## config.mk

```make
export PLATFORM = sky130hd
export DESIGN_NAME = double_ended_queue
export DESIGN_NICKNAME = d
export VERILOG_FILES = /design/src/rtl/dq_pkg.sv /design/src/rtl/dq_ram.sv /design/src/rtl/double_ended_queue.sv
export SDC_FILE = /design/constraint.sdc
export NUM_CORES = 2
export LEC_CHECK = 0
export BUFFER_PORTS_ARGS = -buffer_cell sky130_fd_sc_hd__buf_4
export CELL_PAD_IN_SITES_DETAIL_PLACEMENT = 2
export CELL_PAD_IN_SITES_GLOBAL_PLACEMENT = 2
export CORE_MARGIN = 1.5
export CORE_UTILIZATION = 51
export DETAILED_ROUTE_END_ITERATION = 8
export PLACE_DENSITY_LB_ADDON = 0.05
export SLEW_MARGIN = 20
export SYNTH_ARGS = -nofsm -noshare
export SYNTH_HDL_FRONTEND = slang
export SYNTH_HIERARCHICAL = 1
export SYNTH_SLANG_ARGS = --single-unit
```

## constraint.sdc

```tcl
create_clock -name clock -period 5.8 [get_ports clock]
set_clock_uncertainty 0.05 [all_clocks]
set_input_delay 0.58 -clock clock [delete_from_list [all_inputs] [get_ports clock]]
set_output_delay 0.58 -clock clock [all_outputs]
set_load 0.01 [all_outputs]
```

## src/rtl/dq_pkg.sv

```systemverilog
`timescale 1ns / 1ps
// ----------------------------------------------------------------------------
// dq_pkg: shared definitions for the double-ended queue
// Sizes, operation and status codes, and the sequencer state type.
// ----------------------------------------------------------------------------
package dq_pkg;

   // Store geometry (2 to 64 slots)
   localparam int DEPTH  = 64;
   localparam int AW     = (DEPTH > 1) ? $clog2(DEPTH) : 1;
   localparam int CW     = $clog2(DEPTH + 1);
   localparam int DATA_W = 32;
   localparam int OCC_W  = 7;
   localparam int CODE_W = 3;

   localparam logic [AW-1:0] LAST_SLOT = AW'(DEPTH - 1);
   localparam logic [CW-1:0] FULL_CNT  = CW'(DEPTH);

   // Operation codes carried on req_tuser
   typedef enum logic [CODE_W-1:0] {
      OP_PUSH_FRONT = 3'd0,
      OP_PUSH_REAR  = 3'd1,
      OP_POP_FRONT  = 3'd2,
      OP_POP_REAR   = 3'd3,
      OP_DUMP       = 3'd4
   } op_type;

   // Status codes carried on rsp_tuser
   typedef enum logic [CODE_W-1:0] {
      ST_OK        = 3'd0,
      ST_LISTED    = 3'd1,
      ST_EMPTY     = 3'd2,
      ST_UNDERFLOW = 3'd3,
      ST_OVERFLOW  = 3'd4
   } status_type;

   // Sequencer state
   typedef enum logic {
      SEQ_IDLE,
      SEQ_DUMP
   } seq_type;

endpackage

```

## src/rtl/dq_ram.sv

```systemverilog
`timescale 1ns / 1ps
// ----------------------------------------------------------------------------
// dq_ram: generic single-write, single-read RAM
// One write port, one read port, read data registered.
// Read data holds until the next read.
// ----------------------------------------------------------------------------
module dq_ram #(
   parameter int WIDTH = 32,
   parameter int DEPTH = 64
) (
   input  logic                                      clock,
   input  logic                                      wr_en,
   input  logic [((DEPTH > 1) ? $clog2(DEPTH) : 1)-1:0] wr_addr,
   input  logic [WIDTH-1:0]                          wr_data,
   input  logic                                      rd_en,
   input  logic [((DEPTH > 1) ? $clog2(DEPTH) : 1)-1:0] rd_addr,
   output logic [WIDTH-1:0]                          rd_data
);

   logic [WIDTH-1:0] mem_ff [DEPTH];

   // Write port
   always_ff @(posedge clock) begin
      if (wr_en) begin
         mem_ff[wr_addr] <= wr_data;
      end
   end

   // Registered read port
   always_ff @(posedge clock) begin
      if (rd_en) begin
         rd_data <= mem_ff[rd_addr];
      end
   end

endmodule

```

## src/rtl/double_ended_queue.sv

```systemverilog
`timescale 1ns / 1ps
// A push or pop result is registered and appears the cycle after its beat is accepted.
// Throughput: one push or pop per cycle while rsp is taken (output register).
// Dump: one result per cycle while rsp is taken, set by the single RAM read port;
// the first passes the RAM read and output registers; next beat after the last.
// Reset (synchronous): deque empty, head at slot 0; the store is not cleared.
// ----------------------------------------------------------------------------
// double_ended_queue: bounded deque of signed 32-bit values
// Circular store in a RAM with a head pointer and a fill count. Pushes and
// pops update the pointers; a dump walks the store front to rear.
// ----------------------------------------------------------------------------
module double_ended_queue (
   input  logic        clock,
   input  logic        reset,
   input  logic        req_tvalid,
   output logic        req_tready,
   input  logic [31:0] req_tdata,   // [31:0] value
   input  logic [2:0]  req_tuser,   // [2:0] operation
   output logic        rsp_tvalid,
   input  logic        rsp_tready,
   output logic [39:0] rsp_tdata,   // [31:0] element, [38:32] occupancy, [39] zero
   output logic [2:0]  rsp_tuser,   // [2:0] status
   output logic        rsp_tlast    // last result of the request
);

   localparam int AW = dq_pkg::AW;
   localparam int CW = dq_pkg::CW;

   // Control registers
   dq_pkg::seq_type       state_ff, state_in;
   logic [AW-1:0]         head_ff, head_in;
   logic [CW-1:0]         count_ff, count_in;
   logic [CW-1:0]         rd_idx_ff, rd_idx_in;
   logic [CW-1:0]         ld_idx_ff, ld_idx_in;
   logic                  rd_pend_ff, rd_pend_in;

   // Output register
   logic                  out_valid_ff, out_valid_in;
   dq_pkg::status_type    out_status_ff, out_status_in;
   logic [31:0]           out_elem_ff, out_elem_in;
   logic [CW-1:0]         out_occ_ff, out_occ_in;
   logic                  out_last_ff, out_last_in;

   // RAM ports
   logic                  wr_en;
   logic [AW-1:0]         wr_addr;
   logic                  rd_en;
   logic [AW-1:0]         rd_addr;
   logic [31:0]           rd_data;

   logic                  out_free;
   logic                  accept;
   logic                  dump_load;
   logic                  dump_last;
   logic                  issue;

   // Slot of head plus offset, wrapped into the store
   function automatic logic [AW-1:0] wrap_slot(input logic [AW-1:0] base,
                                               input logic [CW-1:0] offs);
      logic [CW:0] sum;
      sum = (CW + 1)'(base) + (CW + 1)'(offs);
      if (sum >= (CW + 1)'(dq_pkg::DEPTH)) begin
         sum = sum - (CW + 1)'(dq_pkg::DEPTH);
      end
      return AW'(sum);
   endfunction

   dq_ram #(
      .WIDTH (dq_pkg::DATA_W),
      .DEPTH (dq_pkg::DEPTH)
   ) u_store (
      .clock   (clock),
      .wr_en   (wr_en),
      .wr_addr (wr_addr),
      .wr_data (req_tdata),
      .rd_en   (rd_en),
      .rd_addr (rd_addr),
      .rd_data (rd_data)
   );

   assign out_free   = !out_valid_ff || rsp_tready;
   assign req_tready = (state_ff == dq_pkg::SEQ_IDLE) && out_free;
   assign accept     = req_tvalid && req_tready;

   // State register
   always_ff @(posedge clock) begin
      if (reset) begin
         state_ff     <= dq_pkg::SEQ_IDLE;
         head_ff      <= '0;
         count_ff     <= '0;
         rd_idx_ff    <= '0;
         ld_idx_ff    <= '0;
         rd_pend_ff   <= 1'b0;
         out_valid_ff <= 1'b0;
      end else begin
         state_ff     <= state_in;
         head_ff      <= head_in;
         count_ff     <= count_in;
         rd_idx_ff    <= rd_idx_in;
         ld_idx_ff    <= ld_idx_in;
         rd_pend_ff   <= rd_pend_in;
         out_valid_ff <= out_valid_in;
      end
   end

   // Result payload, no reset needed
   always_ff @(posedge clock) begin
      out_status_ff <= out_status_in;
      out_elem_ff   <= out_elem_in;
      out_occ_ff    <= out_occ_in;
      out_last_ff   <= out_last_in;
   end

   // Next state, pointer updates and result loading
   always_comb begin
      state_in      = state_ff;
      head_in       = head_ff;
      count_in      = count_ff;
      rd_idx_in     = rd_idx_ff;
      ld_idx_in     = ld_idx_ff;
      rd_pend_in    = rd_pend_ff;
      out_valid_in  = out_valid_ff && !rsp_tready;
      out_status_in = out_status_ff;
      out_elem_in   = out_elem_ff;
      out_occ_in    = out_occ_ff;
      out_last_in   = out_last_ff;
      wr_en         = 1'b0;
      wr_addr       = head_ff;
      rd_en         = 1'b0;
      rd_addr       = wrap_slot(head_ff, rd_idx_ff);
      dump_load     = 1'b0;
      dump_last     = 1'b0;
      issue         = 1'b0;

      unique case (state_ff)
         dq_pkg::SEQ_IDLE: begin
            if (accept) begin
               // every defined code but a dump of a non-empty deque yields a single result beat
               out_elem_in = '0;
               out_last_in = 1'b1;
               out_occ_in  = count_ff;
               case (dq_pkg::op_type'(req_tuser))
                  dq_pkg::OP_PUSH_FRONT: begin
                     out_valid_in = 1'b1;
                     if (count_ff >= dq_pkg::FULL_CNT) begin
                        out_status_in = dq_pkg::ST_OVERFLOW;
                     end else begin
                        head_in       = (head_ff == '0) ? dq_pkg::LAST_SLOT
                                                        : head_ff - 1'b1;
                        wr_en         = 1'b1;
                        wr_addr       = head_in;
                        count_in      = count_ff + 1'b1;
                        out_status_in = dq_pkg::ST_OK;
                        out_occ_in    = count_in;
                     end
                  end
                  dq_pkg::OP_PUSH_REAR: begin
                     out_valid_in = 1'b1;
                     if (count_ff >= dq_pkg::FULL_CNT) begin
                        out_status_in = dq_pkg::ST_OVERFLOW;
                     end else begin
                        wr_en         = 1'b1;
                        wr_addr       = wrap_slot(head_ff, count_ff);
                        count_in      = count_ff + 1'b1;
                        out_status_in = dq_pkg::ST_OK;
                        out_occ_in    = count_in;
                     end
                  end
                  dq_pkg::OP_POP_FRONT: begin
                     out_valid_in = 1'b1;
                     if (count_ff == '0) begin
                        out_status_in = dq_pkg::ST_UNDERFLOW;
                     end else begin
                        head_in       = (head_ff == dq_pkg::LAST_SLOT) ? '0
                                                                      : head_ff + 1'b1;
                        count_in      = count_ff - 1'b1;
                        out_status_in = dq_pkg::ST_OK;
                        out_occ_in    = count_in;
                     end
                  end
                  dq_pkg::OP_POP_REAR: begin
                     out_valid_in = 1'b1;
                     if (count_ff == '0) begin
                        out_status_in = dq_pkg::ST_UNDERFLOW;
                     end else begin
                        count_in      = count_ff - 1'b1;
                        out_status_in = dq_pkg::ST_OK;
                        out_occ_in    = count_in;
                     end
                  end
                  dq_pkg::OP_DUMP: begin
                     if (count_ff == '0) begin
                        out_valid_in  = 1'b1;
                        out_status_in = dq_pkg::ST_EMPTY;
                     end else begin
                        state_in   = dq_pkg::SEQ_DUMP;
                        rd_idx_in  = '0;
                        ld_idx_in  = '0;
                        rd_pend_in = 1'b0;
                     end
                  end
                  default: begin
                     // undefined codes are dropped without a result
                  end
               endcase
            end
         end
         dq_pkg::SEQ_DUMP: begin
            // move the element held at the RAM output into the result register
            dump_load = rd_pend_ff && out_free;
            dump_last = (ld_idx_ff + CW'(1)) == count_ff;
            if (dump_load) begin
               out_valid_in  = 1'b1;
               out_status_in = dq_pkg::ST_LISTED;
               out_elem_in   = rd_data;
               out_occ_in    = count_ff;
               out_last_in   = dump_last;
               ld_idx_in     = ld_idx_ff + 1'b1;
               rd_pend_in    = 1'b0;
               if (dump_last) begin
                  state_in = dq_pkg::SEQ_IDLE;
               end
            end
            // fetch the next slot once the read data register is free
            issue = (rd_idx_ff < count_ff) && (!rd_pend_ff || dump_load);
            if (issue) begin
               rd_en      = 1'b1;
               rd_idx_in  = rd_idx_ff + 1'b1;
               rd_pend_in = 1'b1;
            end
         end
         default: begin
            state_in = dq_pkg::SEQ_IDLE;
         end
      endcase
   end

   assign rsp_tvalid = out_valid_ff;
   assign rsp_tuser  = out_status_ff;
   assign rsp_tlast  = out_last_ff;
   assign rsp_tdata  = {1'b0, dq_pkg::OCC_W'(out_occ_ff), out_elem_ff};

`ifndef SYNTHESIS
   // fill count never exceeds the store
   a_count_bound: assert property (@(posedge clock) disable iff (reset)
      count_ff <= dq_pkg::FULL_CNT)
      else $error("fill count above depth");

   // a pending read always runs ahead of the delivered elements
   a_pend_order: assert property (@(posedge clock) disable iff (reset)
      (state_ff == dq_pkg::SEQ_DUMP && rd_pend_ff) |-> (rd_idx_ff > ld_idx_ff))
      else $error("dump read and load out of order");

   // pointers stay put while the store is walked
   a_dump_stable: assert property (@(posedge clock) disable iff (reset)
      (state_ff == dq_pkg::SEQ_DUMP) |=> ($stable(head_ff) && $stable(count_ff)))
      else $error("pointers moved during dump");

   // the final listed element ends the dump
   a_dump_end: assert property (@(posedge clock) disable iff (reset)
      (dump_load && dump_last) |=> (state_ff == dq_pkg::SEQ_IDLE && rsp_tlast))
      else $error("dump did not end on last element");

   // no write to the store during a dump
   a_no_write: assert property (@(posedge clock) disable iff (reset)
      (state_ff == dq_pkg::SEQ_DUMP) |-> !wr_en)
      else $error("store written during dump");
`endif

endmodule

```

==> impl_metrics.json, run 1 <==
{
  "async_flop_share_pct": 0,
  "synth-main-ff-cell": "edfxtp_1",
  "netlist_top_cells_count": "edfxtp_1 (2,123), mux4_2 (544), nor2_1 (179)",
  "status": "did not finish",
  "syn_inst": 3799,
  "synth_top_area_share_pct": 76.5,
  "io_buffers": 83,
  "ys_types": 73,
  "place_hpwl_mm": 161,
  "die_h_um": 407,
  "yosys-top-cells-area": "edfxtp_1 (77%), mux4_2 (15%), mux2i_1 (1.2%), nor2_1 (0.81%), dfxtp_1 (0.72%)",
  "ys_seq_area_share_pct": 77.3,
  "synth-edff-count": 2123,
  "yosys.area.top_type": "edfxtp_1",
  "io_pins": 85,
  "rows": 148,
  "synth.ff_latch_count": 2153,
  "stop_stage": "3_5_place_dp",
  "avgSynthCellArea_um2": 21.9,
  "die_x_um": 407,
  "finalWeightedCongestion": 0.854,
  "synth_area_um2": 83300,
  "syn-num-nets": 3863,
  "initial_core_util_pct": 51.3,
  "stop_error": "[ERROR DPL-0033] detailed placement checks failed during check placement.",
  "synth_most_common_cell": "edfxtp_1",
  "synth_warnings": 6
}
-- stage by stage --
| stage | instances | worst slack, ps | hold slack, ps | area, µm² |
|---|---|---|---|---|
| floorplan | 3799 | 744 | 432 | 83300 |
| global placement | 6000 | 891 | 459 | 87700 |
-- logic make-up after synthesis --
logic type               share of synthesized area, %
buffers and inverters                            1.29
multiplexers                                     15.9
AO/OA/AOI/OAI                                    2.61
other                                         0.00450
adder cells (fa/ha/maj)                         0.394
XOR/XNOR                                        0.242
AND/OR/NAND/NOR                                  2.30
flip-flops                                       77.3
==> run 2, diff against run 1 <==
- CELL_PAD_IN_SITES_DETAIL_PLACEMENT: 2 -> not set
- CELL_PAD_IN_SITES_GLOBAL_PLACEMENT: 2 -> not set
- CORE_UTILIZATION: 51 -> 40
- PLACE_DENSITY_LB_ADDON: 0.05 -> 0.15
==> run 2 against run 1 <==
The run now ends clean. Area after synthesis stayed put. Synthesized cell count stayed put.
==> impl_metrics.json, run 2 <==
{
  "post_drt_via_cell_ratio": 5.67,
  "ys_seq_area_share_pct": 77.3,
  "io_buffers": 83,
  "drt_iter0_drc": 4099,
  "synth-edff-count": 2123,
  "rsz0062_at_grt": "false",
  "top_register": "u_store/mem_ff",
  "layout_commonest_cell": "edfxtp_1",
  "syn_inst": 3799,
  "grt_start_max_net_pins": 97,
  "cp_slowest_cell": "inv_8",
  "critical_path_class": "register to register",
  "reg2reg_slack_ps": 950,
  "grt_antenna_before_repair": 6,
  "detail-route-antenna-nets": 0,
  "place_hpwl_mm": 128,
  "maxSlewHeadroom_pct": 27.8,
  "crit_arrival_ps": 5350,
  "synth_warnings": 6,
  "clkSinkCount": 2153,
  "fmax_mhz": 206,
  "h-tree-depth": 4,
  "cts.reportedPaths.clkPinSlew_ps": 60,
  "netlist_top_cells_count": "edfxtp_1 (2,123), mux4_2 (544), nor2_1 (179)",
  "die_h_um": 459,
  "dieArea_um2": 211000,
  "reg_top3": "u_store/mem_ff x2048, out_elem_ff x32, u_store/rd_data x32",
  "critPathMaxStageDelay_ps": 710,
  "yosys.area.top_type": "edfxtp_1",
  "die_x_um": 459,
  "cts_buffer_depth": 3,
  "cts_made_buffers": 218,
  "max_slew.worst_pin.slew_ps": 1080,
  "ys_types": 73,
  "yosys-top-cells-area": "edfxtp_1 (77%), mux4_2 (15%), mux2i_1 (1.2%), nor2_1 (0.81%), dfxtp_1 (0.72%)",
  "synth.ff_latch_count": 2153,
  "p_per_area_nw_per_um2": 339,
  "rows": 167,
  "dp_slack_ps": 819,
  "avgSynthCellArea_um2": 21.9,
  "status": "completed",
  "layout_min_cycle_time_ps": 4850,
  "grt_pass1_wl_mm": 313,
  "drt-pass1-iter-count": 5,
  "drt_drc_violations_left": 0,
  "async_flop_share_pct": 0,
  "cts_root_buf": "clkbuf_16",
  "wl_per_cell_um": 31.3,
  "drive_gt1_share_pct": 27.8,
  "num_vias": 39900,
  "endpoint_kind": "register",
  "grt_remaining_overflow": 0,
  "nets": 4132,
  "path_cells": "ha_4 > inv_1 > fa_1 > inv_8 > buf_4 > mux4_2 > o221ai_1 > a21oi_1 > a21oi_1 > nor2_1",
  "finalMaxSlewViolations": 0,
  "fin_tns_setup_ps": 0,
  "mostFrequentLayoutCells": "edfxtp_1 (2,123), mux4_2 (544), buf_4 (225)",
  "power_w": 0.0323,
  "initial_core_util_pct": 40.2,
  "irDropWorstVdd_mv": 0.240,
  "synth-main-ff-cell": "edfxtp_1",
  "hold_viol_final": 0,
  "critical_path_required_ps": 6300,
  "cts_tree": "done",
  "drv_cap": 0,
  "largest_reg_flops": 2048,
  "worst_setup_path_start_kind": "register",
  "timing.final.crit_share_pct": 83.6,
  "p_leak_nw": 28.7,
  "hold_path.class": "primary input to register",
  "synth_top_area_share_pct": 76.5,
  "syn-num-nets": 3863,
  "io_pins": 85,
  "grt_pass1_vias": 40600,
  "synth_most_common_cell": "edfxtp_1",
  "timing.critical_path.mode_cell": "a21oi_1",
  "setup_viol": 0,
  "cp_max_fo": 96,
  "syn_to_final_growth_pct": 14.4,
  "finalWorstSetupSlack_ps": 953,
  "synth_area_um2": 83300,
  "grt.total_usage_pct": 21.0,
  "clkLatencyLatePin_ps": 850,
  "routed_wl_mm": 220,
  "finalWeightedCongestion": 0.786,
  "coreArea_um2": 207000
}
[run 2: cell counts after synthesis]
Identical to the previous run, type by type.
[run 2: where the power goes]
| part | leakage [nW] | internal (W) | total [W] | switching (W) |
|---|---|---|---|---|
| Clock | 3.23 | 0.00734 | 0.0132 | 0.00584 |
| Sequential | 19.4 | 0.0172 | 0.0172 | 0.0000401 |
| Combinational | 6.13 | 0.000753 | 0.00195 | 0.00119 |
[run 2: layout make-up]
type | instances | area [µm²]
diodes | 4 | 10.0
clock inverters | 119 | 906
well taps | 2788 | 3490
multi-input cells | 1420 | 18400
repair buffers | 257 | 2310
flip-flops and latches | 2153 | 64400
clock buffers | 276 | 5720
inverters | 18 | 75.1
fillers | 17100 | 112000
[run 2: kinds of logic after synthesis]
logic type / share of synthesized area, %
flip-flops: 77.3
multiplexers: 15.9
AND/OR/NAND/NOR: 2.30
AO/OA/AOI/OAI: 2.61
buffers and inverters: 1.29
adder cells (fa/ha/maj): 0.394
XOR/XNOR: 0.242
other: 0.00450
[run 2: layer usage]
metal	track usage (%)	share of wire (%)	vias to the layer above
li1	-	-	16600
met1	30.0	44	22000
met2	34.5	49	1121
met3	2.53	4.4	245
met4	4.81	1.9	0
met5	0	0	-
[run 2: repair_timing]
item / 4_1_cts / 5_1_grt
hold buffers: 2 / 0
endpoints found under the hold margin: 5 / 0
buffers inserted: 0 / 0
resized for setup: 0 / 0
[run 2: per-stage QoR]
stage	utilization, %	instance area [µm²]	instances	hold slack, ps
4_1_cts	46.0	95200	7031	32.7
3_3_place_gp	42.8	88600	6634	456
2_1_floorplan	-	83300	3799	432
3_5_place_dp	42.8	88600	6634	460
6_report	46.0	95300	7035	117
5_1_grt	46.0	95200	7031	99.9
[run 2: worst max-delay path, delay by kind of cell, from the launching register on]
kind / cells / cell delay, ps
AO/OA/AOI/OAI: 3 / 990
adder cells (fa/ha/maj): 2 / 720
buffers and inverters: 3 / 1450
flip-flops: 1 / 540
multiplexers: 1 / 580
AND/OR/NAND/NOR: 1 / 90
[run 2: final timing paths]
kind | startpoint | end | depth (start not counted)
max reg2reg | head_ff[0] | u_store/rd_data[16] | 10
min | rsp_tready | rsp_tvalid | 3
min reg2reg | rd_idx_ff[6] | rd_idx_ff[6] | 2
max | head_ff[0] | u_store/rd_data[16] | 10
No activity file was read; power rests on OpenSTA's default activity.
